**src/rtl/core/scm_pkg.sv**
```systemverilog
// Shared constants, codes and types of the serial command matcher.
package scm_pkg;

	localparam int COMMAND_SLOTS = 8;
	localparam int NAME_LENGTH   = 16;
	localparam int LINE_CAPACITY = 64;

	localparam int SLOT_W  = $clog2(COMMAND_SLOTS);
	localparam int POS_W   = $clog2(NAME_LENGTH);
	localparam int LEN_W   = $clog2(LINE_CAPACITY);
	localparam int COUNT_W = 4;

	localparam logic [7:0] CHAR_LF = 8'h0A;
	localparam logic [7:0] CHAR_CR = 8'h0D;
	localparam logic [7:0] CHAR_NUL = 8'h00;

	localparam logic KIND_CHAR = 1'b0;
	localparam logic KIND_LOAD = 1'b1;

	typedef struct packed {
		logic       kind;
		logic [7:0] data_byte;
		logic [2:0] load_slot;
		logic [3:0] load_position;
	} item_t;

	typedef struct packed {
		logic       command_found;
		logic [2:0] command_index;
	} result_t;

	typedef logic [COMMAND_SLOTS-1:0][7:0] name_row_t;

	typedef struct packed {
		logic              en;
		logic [SLOT_W-1:0] slot;
		logic [POS_W-1:0]  pos;
		logic [7:0]        data;
	} table_wr_t;

	typedef struct packed {
		logic              line_end;
		logic              found;
		logic [SLOT_W-1:0] index;
	} match_res_t;

endpackage

```
**src/rtl/core/scm_name_table.sv**
```systemverilog
// Command name storage, one row per character position holding that byte of every slot.
module scm_name_table
	import scm_pkg::*;
(
	input  logic             clk,
	input  logic             arst_n,
	input  table_wr_t        wr,
	input  logic [POS_W-1:0] rd_pos,
	output name_row_t        rd_row
);

	name_row_t rows_q [NAME_LENGTH];

	always_ff @(posedge clk or negedge arst_n) begin
		if (!arst_n) begin
			for (int p = 0; p < NAME_LENGTH; p++) begin
				rows_q[p] <= '0;
			end
		end else if (wr.en) begin
			rows_q[wr.pos][wr.slot] <= wr.data;
		end
	end

	assign rd_row = rows_q[rd_pos];

endmodule

```
**src/rtl/core/scm_match.sv**
```systemverilog
// Line state and per-slot match mask, with the line-end decision.
module scm_match
	import scm_pkg::*;
(
	input  logic               clk,
	input  logic               arst_n,
	input  logic               step,
	input  logic [7:0]         char_byte,
	input  logic [COUNT_W-1:0] command_count,
	input  name_row_t          row,
	output logic [POS_W-1:0]   rd_pos,
	output match_res_t         res
);

	logic [COMMAND_SLOTS-1:0] alive_q;
	logic [LEN_W-1:0]         length_q;
	logic                     nul_q;

	logic                     is_end;
	logic                     compare_on;
	logic                     line_full;
	logic [COMMAND_SLOTS-1:0] eq_mask;
	logic [COMMAND_SLOTS-1:0] zero_mask;
	logic [COMMAND_SLOTS-1:0] hit_mask;

	assign is_end     = (char_byte == CHAR_LF) || (char_byte == CHAR_CR);
	assign compare_on = !nul_q && ({1'b0, length_q} < (LEN_W+1)'(NAME_LENGTH));
	assign line_full  = length_q >= LEN_W'(LINE_CAPACITY - 1);
	assign rd_pos     = length_q[POS_W-1:0];

	always_comb begin
		for (int s = 0; s < COMMAND_SLOTS; s++) begin
			eq_mask[s]   = row[s] == char_byte;
			zero_mask[s] = row[s] == CHAR_NUL;
			hit_mask[s]  = alive_q[s] && (!compare_on || zero_mask[s]) &&
				(command_count > COUNT_W'(s));
		end
	end

	always_comb begin
		res.line_end = is_end;
		res.found    = |hit_mask;
		res.index    = '0;
		for (int s = COMMAND_SLOTS - 1; s >= 0; s--) begin
			if (hit_mask[s]) begin
				res.index = SLOT_W'(s);
			end
		end
	end

	always_ff @(posedge clk or negedge arst_n) begin
		if (!arst_n) begin
			alive_q  <= '1;
			length_q <= '0;
			nul_q    <= 1'b0;
		end else if (step) begin
			if (is_end) begin
				alive_q  <= '1;
				length_q <= '0;
				nul_q    <= 1'b0;
			end else if (!line_full) begin
				if (compare_on) begin
					alive_q <= alive_q & eq_mask;
					if (char_byte == CHAR_NUL) begin
						nul_q <= 1'b1;
					end
				end
				length_q <= length_q + LEN_W'(1);
			end
		end
	end

endmodule

```
**src/rtl/core/serial_command_matcher.sv**
```systemverilog
// Top level of the serial command matcher: input register, match stage and result register.
//
//   channel  signals                          direction  content
//   item     item_valid, item_stall, item     in         character or name byte load
//   result   result_valid, result_stall, result  out    found flag and lowest slot
//   cfg      cfg_valid, cfg_ready, cfg_data   in         command_count
//
// One item is taken every cycle while item_stall is low; a line end's result passes the input and result registers.
// The name table compare and the match state update happen between the input register and the result register.
// Reset clears the name table, the line state, command_count and both valid flags.
// A stalled result holds the match stage; item_stall rises only while a result waits.
module serial_command_matcher
	import scm_pkg::*;
(
	input  logic               clk,
	input  logic               arst_n,
	input  logic               item_valid,
	output logic               item_stall,
	input  item_t              item,
	output logic               result_valid,
	input  logic               result_stall,
	output result_t            result,
	input  logic               cfg_valid,
	output logic               cfg_ready,
	input  logic [COUNT_W-1:0] cfg_data
);

	logic               valid_s1;
	item_t              item_s1;
	logic [COUNT_W-1:0] count_q;
	result_t            result_q;
	logic               result_valid_q;

	logic               advance;
	logic               step;
	logic               char_step;
	table_wr_t          tbl_wr;
	logic [POS_W-1:0]   rd_pos;
	name_row_t          rd_row;
	match_res_t         mres;

	assign advance    = !result_valid_q || !result_stall;
	assign step       = valid_s1 && advance;
	assign char_step  = step && (item_s1.kind == KIND_CHAR);
	assign item_stall = valid_s1 && !advance;
	assign cfg_ready  = 1'b1;

	assign tbl_wr.en   = step && (item_s1.kind == KIND_LOAD);
	assign tbl_wr.slot = SLOT_W'(item_s1.load_slot);
	assign tbl_wr.pos  = POS_W'(item_s1.load_position);
	assign tbl_wr.data = item_s1.data_byte;

	scm_name_table u_table (
		.clk    (clk),
		.arst_n (arst_n),
		.wr     (tbl_wr),
		.rd_pos (rd_pos),
		.rd_row (rd_row)
	);

	scm_match u_match (
		.clk           (clk),
		.arst_n        (arst_n),
		.step          (char_step),
		.char_byte     (item_s1.data_byte),
		.command_count (count_q),
		.row           (rd_row),
		.rd_pos        (rd_pos),
		.res           (mres)
	);

	always_ff @(posedge clk or negedge arst_n) begin
		if (!arst_n) begin
			valid_s1       <= 1'b0;
			result_valid_q <= 1'b0;
			count_q        <= '0;
		end else begin
			if (item_valid && !item_stall) begin
				valid_s1 <= 1'b1;
			end else if (advance) begin
				valid_s1 <= 1'b0;
			end
			if (advance) begin
				result_valid_q <= char_step && mres.line_end;
			end
			if (cfg_valid && cfg_ready) begin
				count_q <= cfg_data;
			end
		end
	end

	always_ff @(posedge clk) begin
		if (item_valid && !item_stall) begin
			item_s1 <= item;
		end
		if (advance && char_step && mres.line_end) begin
			result_q.command_found <= mres.found;
			result_q.command_index <= 3'(mres.index);
		end
	end

	assign result_valid = result_valid_q;
	assign result       = result_q;

endmodule

```
**config.mk**
```make
export PLATFORM = sky130hd
export DESIGN_NAME = serial_command_matcher
export DESIGN_NICKNAME = d
export VERILOG_FILES = /design/src/rtl/core/scm_pkg.sv /design/src/rtl/core/scm_name_table.sv /design/src/rtl/core/scm_match.sv /design/src/rtl/core/serial_command_matcher.sv
export SDC_FILE = /design/constraint.sdc
export NUM_CORES = 2
export LEC_CHECK = 0
export BUFFER_PORTS_ARGS = -buffer_cell sky130_fd_sc_hd__clkbuf_2
export CORE_UTILIZATION = 60
export CTS_BUF_LIST = sky130_fd_sc_hd__clkbuf_4 sky130_fd_sc_hd__clkbuf_8
export DETAILED_ROUTE_END_ITERATION = 6
export PLACE_DENSITY = 0.82
export SETUP_SLACK_MARGIN = 0.5
export SLEW_MARGIN = 20
export SYNTH_ARGS = -nofsm -noshare
export SYNTH_HDL_FRONTEND = slang
export SYNTH_HIERARCHICAL = 1
export SYNTH_SLANG_ARGS = --single-unit
```
**constraint.sdc**
```tcl
create_clock -name clk -period 9.2 [get_ports clk]
set_input_delay 1.38 -clock clk [delete_from_list [all_inputs] [get_ports clk]]
set_output_delay 1.38 -clock clk [all_outputs]
set_load 0.01 [all_outputs]
```
# Word-level counts from Yosys, hierarchy flattened
# Index checks and enable logic that the tools add are counted.
# word_totals
ff_bits,1065
input_bits,25
output_inout_bits,7
wordCells,260
# op_classes
n_addsub,1
n_lt_le_gt_ge,15
eq_ne,11
mux,26
bitwise_logic,4
n_reduce_logical,61
# op_table
op,count
$bwmux 1024,1
$bmux 64 s4,1
$demux 64 s4,1
$mux 64,3
$logic_not 8->1,9
$eq 8x8->1,8
$mux 8,4
$logic_and 1x1->1,27
$demux 8 s3,1
$eq 8x4->1 const B,2
$gt 4x3->1 const B,4
$mux 3,4
$mux 6,2
$ge 5x5->1 const B,2
$logic_or 1x1->1,10
$not 4->5,2
$and 8x8->8,1
$gt 4x1->1 const B,2
$gt 4x2->1 const B,2
$reduce_or 8->1,1
$mux 1,7
$add 6x1->6 const B,1
$ge 6x6->1 const B,1
$logic_not 1->1,6
other kinds (13),16

# Depth between registers and ports, before layout
# logic_depth
ltp_word,15
depth_mapped,12
ltp_nobuf,8

# Hierarchy
# Netlist, hierarchy kept.
# by_module_without_submodules
module,n_inst,cells_per_inst,area_per_inst_um2,seq_area_each_um2
scm_name_table,1,2900,46233.1,25624.6
scm_match,1,223,1843.0,385.4
serial_command_matcher,1,42,863.3,750.7

# Worst setup path after synthesis
# OpenSTA, ideal clock, no wires.
# synth_path
path_type,reg-to-reg
from,register u_match.length_q[0]
to,register result_q (netlist bit result[0]) (data pin)
setup_time_ns,0.256
arrival_ns,3.088
required_time_ns,8.944
setup_slack_ns,5.856
stages_incl_launch_ff,13
path_buffers,4
period_less_slack_ns,3.344
cell_sequence,dfrtp_1 > buf_4 > clkbuf_1 > clkbuf_1 > buf_2 > mux4_2 > a22oi_1 > nand2_1 > or4_1 > o21ai_1 > o211ai_1 > o221a_1 > o22a_1
# synth_lines
item,line_no,text
from (decl),scm_match.sv:16,logic [LEN_W-1:0] length_q;
from (signal assigned),scm_match.sv:68,length_q <= length_q + LEN_W'(1);
to (decl),serial_command_matcher.sv:31,result_t result_q;

==> metrics <==
Resize count post-CTS 0; Final Max Tran Viols 0; # IOs 32; power per cell area 210.8 nW/um^2; critical path arrival between 5 and 6 ns; Core ar. 80680 um^2; reg2reg setup slack 4.47 ns; CP Capture Type flop; Wirelength per Cell 27.05 um; Die W 287.6 um; Setup TNS 0 ns; failing checks design-rule violations; sequential-to-total area share from yosys stat around 55%; prevailing post-synth register cell dfrtp_1; DRC Markers 4; startpoint types flop; hold path depth 1; layout cells sized above 1 53.86%; HP Start u_table/rows_q[517]$_DFFE_PN0P_; Critical path origin u_match/length_q[0]$_DFFE_PN0P_; Hold Path Class reg -> reg; RSZ-0062 raised after global routing no; CTS tree built; Buffers on Ports 30; vias per cell between 6 and 7; FFs w/ async S/R, synth 98.12%; routed wire length 118100 um; Crit path largest cell delay 0.91 ns; H-tree Lvls 4; period utilisation layout 51.42%; crit path max fanout 88; Post-Syn Nets about 3200; run status complete, but fails checks; Area Overhead vs Synth 10.02%; Critical Path RT 9.91 ns; Initial DRT Pass Iterations 7; initial antenna violation count 3; die area ~83000 um^2; synthesized cell area 48940 um^2; Initial Utilization between 60 and 70%; setup violators final 0; Cells after Synth around 3200; DPL Wire Length 72660 um; count of cell types in the netlist 64; Cells after DPL a little over 4000; largest net degree at the start of global routing 206; number of synthesized flops with an enable pin 20; Nets 3199; Reg clk slew, reported paths roughly 0.060 ns; r2r startpoint u_match/length_q[0]$_DFFE_PN0P_; Peak Freq 211.4 MHz; setup bufs post-CTS 0; Rows 104; CTS Hold Buffers Added 0; slowest cell on the critical path dfrtp_4; r2r worst-path depth 10; GRT Residual Overflow 0; CP Class reg -> reg; Die Height 287.6 um; Worst-Skew Late Latency around 0.85 ns; fin crit period 4.731 ns; routability congestion estimate 0.9204; Worst Hold Margin 0.4845 ns; crit path to result[0]$_DFFE_PP_; clock sinks 1065; Max-Cap Viols 0; worst slew pin tran roughly 1.2 ns; Detailed Route Iter0 Violations 2586; clk root buf clkbuf_8; Yosys warning total 6; VDD IR-drop max 0.1931 mV; r2r endpoint result[0]$_DFFE_PP_; first-pass GRT wire length approximately 190000 um; number of global-route vias before repair 31360; Non-Filler Instances 4368; Synth Register Bits 1065; Rel. slew slack around 22%; Util after Layout ~67%; Static Leak 25.70 nW; crit-path cells buf_12 > buf_4 > mux4_2 > a22oi_1 > nand2_1 > nor4_1 > a21oi_1 > o22ai_1 > o221a_1 > o22a_1; Power Total 11.35 mW; ANT nets after route 0; clock skew around 0.055 ns; via count 28920; Avg Inst Size Synth 15.46 um^2; GRT Util Overall roughly 29%; total CTS buffers 169; buffers from clock root to sink, at most 3; final hold vios 0
worst max-delay path, delay by kind of cell (launching register included):
| family | cells | cell delay, ns |
|---|---|---|
| simple gates | 2 | 0.43 |
| buf+inv | 2 | 1.39 |
| flops | 1 | 0.91 |
| compound gates | 5 | 1.10 |
| mux | 1 | 0.61 |
where the power goes:
part,total [mW],switching (mW),internal (mW)
sequential,5.14,0.205,4.93
clock,4.40,1.91,2.49
combinational,1.82,1.10,0.720
total,11.4,3.21,8.14
per-layer routing:
layer	share of wire [%]	wire length (um)	vias to the layer above	track usage, %
li1	-	-	11860	-
met1	40	47810	15630	39.58
met2	48	57010	1125	46.39
met3	7.3	8612	305	6.862
met4	4.0	4687	2	12.71
met5	0.011	13	-	0
per-stage QoR:
step | worst slack, ns | instance area (um^2)
2_1_floorplan | 5.856 | 48940
3_3_place_gp | 4.534 | 50020
4_1_cts | 4.489 | 53820
6_report | 4.469 | 53850
5_1_grt | 4.104 | 53850
3_5_place_dp | 4.492 | 50020
cell usage in the layout (no fill, tap or decap), drive strengths merged, types with 4 or more instances in the layout:
cell    instances
clkbuf        293
o21ai          21
edfxtp         20
nor2b          13
nand4b          7
nand4          17
xnor2          56
nor4bb          6
dfrtp        1037
mux2         1028
xor2            8
nand2b          4
nand2         157
bufinv          6
a21oi          10
dfstp           8
buf            63
inv            13
mux4          256
nor2           54
nor4b           5
or4             7
nor4           15
clkinv         23
a22oi         128
cell families after synthesis:
group,synth area share [%]
muxes,35.43
DFF,54.68
and+or+nand+nor,3.745
buffers and inverters,2.342
AOI/OAI and AO/OA,2.618
xor gates and xnor gates,1.145
adders and majority gates,0.02556
other,0.007663
cells in the mapped netlist, drive strengths merged (2+ instances only):
master | instances | area [um^2]
a22oi | 128 | 960.9
nor4bb | 6 | 60.06
or3 | 2 | 12.51
nor2b | 13 | 81.33
o21ai | 21 | 105.1
a41oi | 2 | 17.52
and3b | 2 | 17.52
nand2b | 4 | 25.02
and4bb | 3 | 37.54
clkbuf | 165 | 619.3
dfrtp | 1037 | 25950
inv | 3 | 11.26
nor4 | 15 | 123.9
nand3 | 3 | 15.01
xor2 | 8 | 70.07
nand4 | 17 | 121.4
or4 | 7 | 52.55
nand4b | 7 | 61.31
o211a | 2 | 20.02
o31ai | 2 | 33.78
dfstp | 8 | 210.2
nand4bb | 3 | 33.78
nor4b | 5 | 50.04
and3 | 3 | 18.77
and2 | 3 | 18.77
o211ai | 2 | 15.01
buf | 90 | 515.5
mux4 | 256 | 5766
mux2 | 1028 | 11580
edfxtp | 20 | 600.6
and4b | 3 | 30.03
nand2 | 157 | 676.9
xnor2 | 56 | 490.5
o22ai | 2 | 12.51
a21oi | 10 | 50.05
nor2 | 54 | 335.3
nor3b | 3 | 22.52
final cells by class:
class                           count  area (um^2)
Multi-Input combinational cell   1842        21170
Timing Repair Buffer               92        770.7
Tap cell                         1060         1326
Antenna cell                        1        2.502
Fill cell                        5353        26830
Clock buffer                      264         3308
Sequential cell                  1065        26770
Clock inverter                     41        486.7
Inverter                            3        11.26
how the worst min path moves through the flow:
stage / slack (ns) / endpoint
final: 0.48 / u_table/rows_q[517]$_DFFE_PN0P_
after global routing: 0.50 / u_match/alive_q[5]$_DFFE_PN1P_
after CTS: 0.48 / u_match/alive_q[3]$_DFFE_PN1P_
after detailed placement: 0.47 / u_match/alive_q[1]$_DFFE_PN1P_
after global placement: 0.46 / u_table/rows_q[517]$_DFFE_PN0P_
after floorplan: 0.45 / u_table/rows_q[263]$_DFFE_PN0P_
flip-flops by register name, summed over array words and instances (netlist names):
register,cells
u_match/alive_q,8
u_match/nul_q,1
u_match/length_q,6
result,4
valid_s1,1
count_q,4
item_s1,16
u_table/rows_q,1024
result_valid,1
Power figures use the tool's default switching activity.
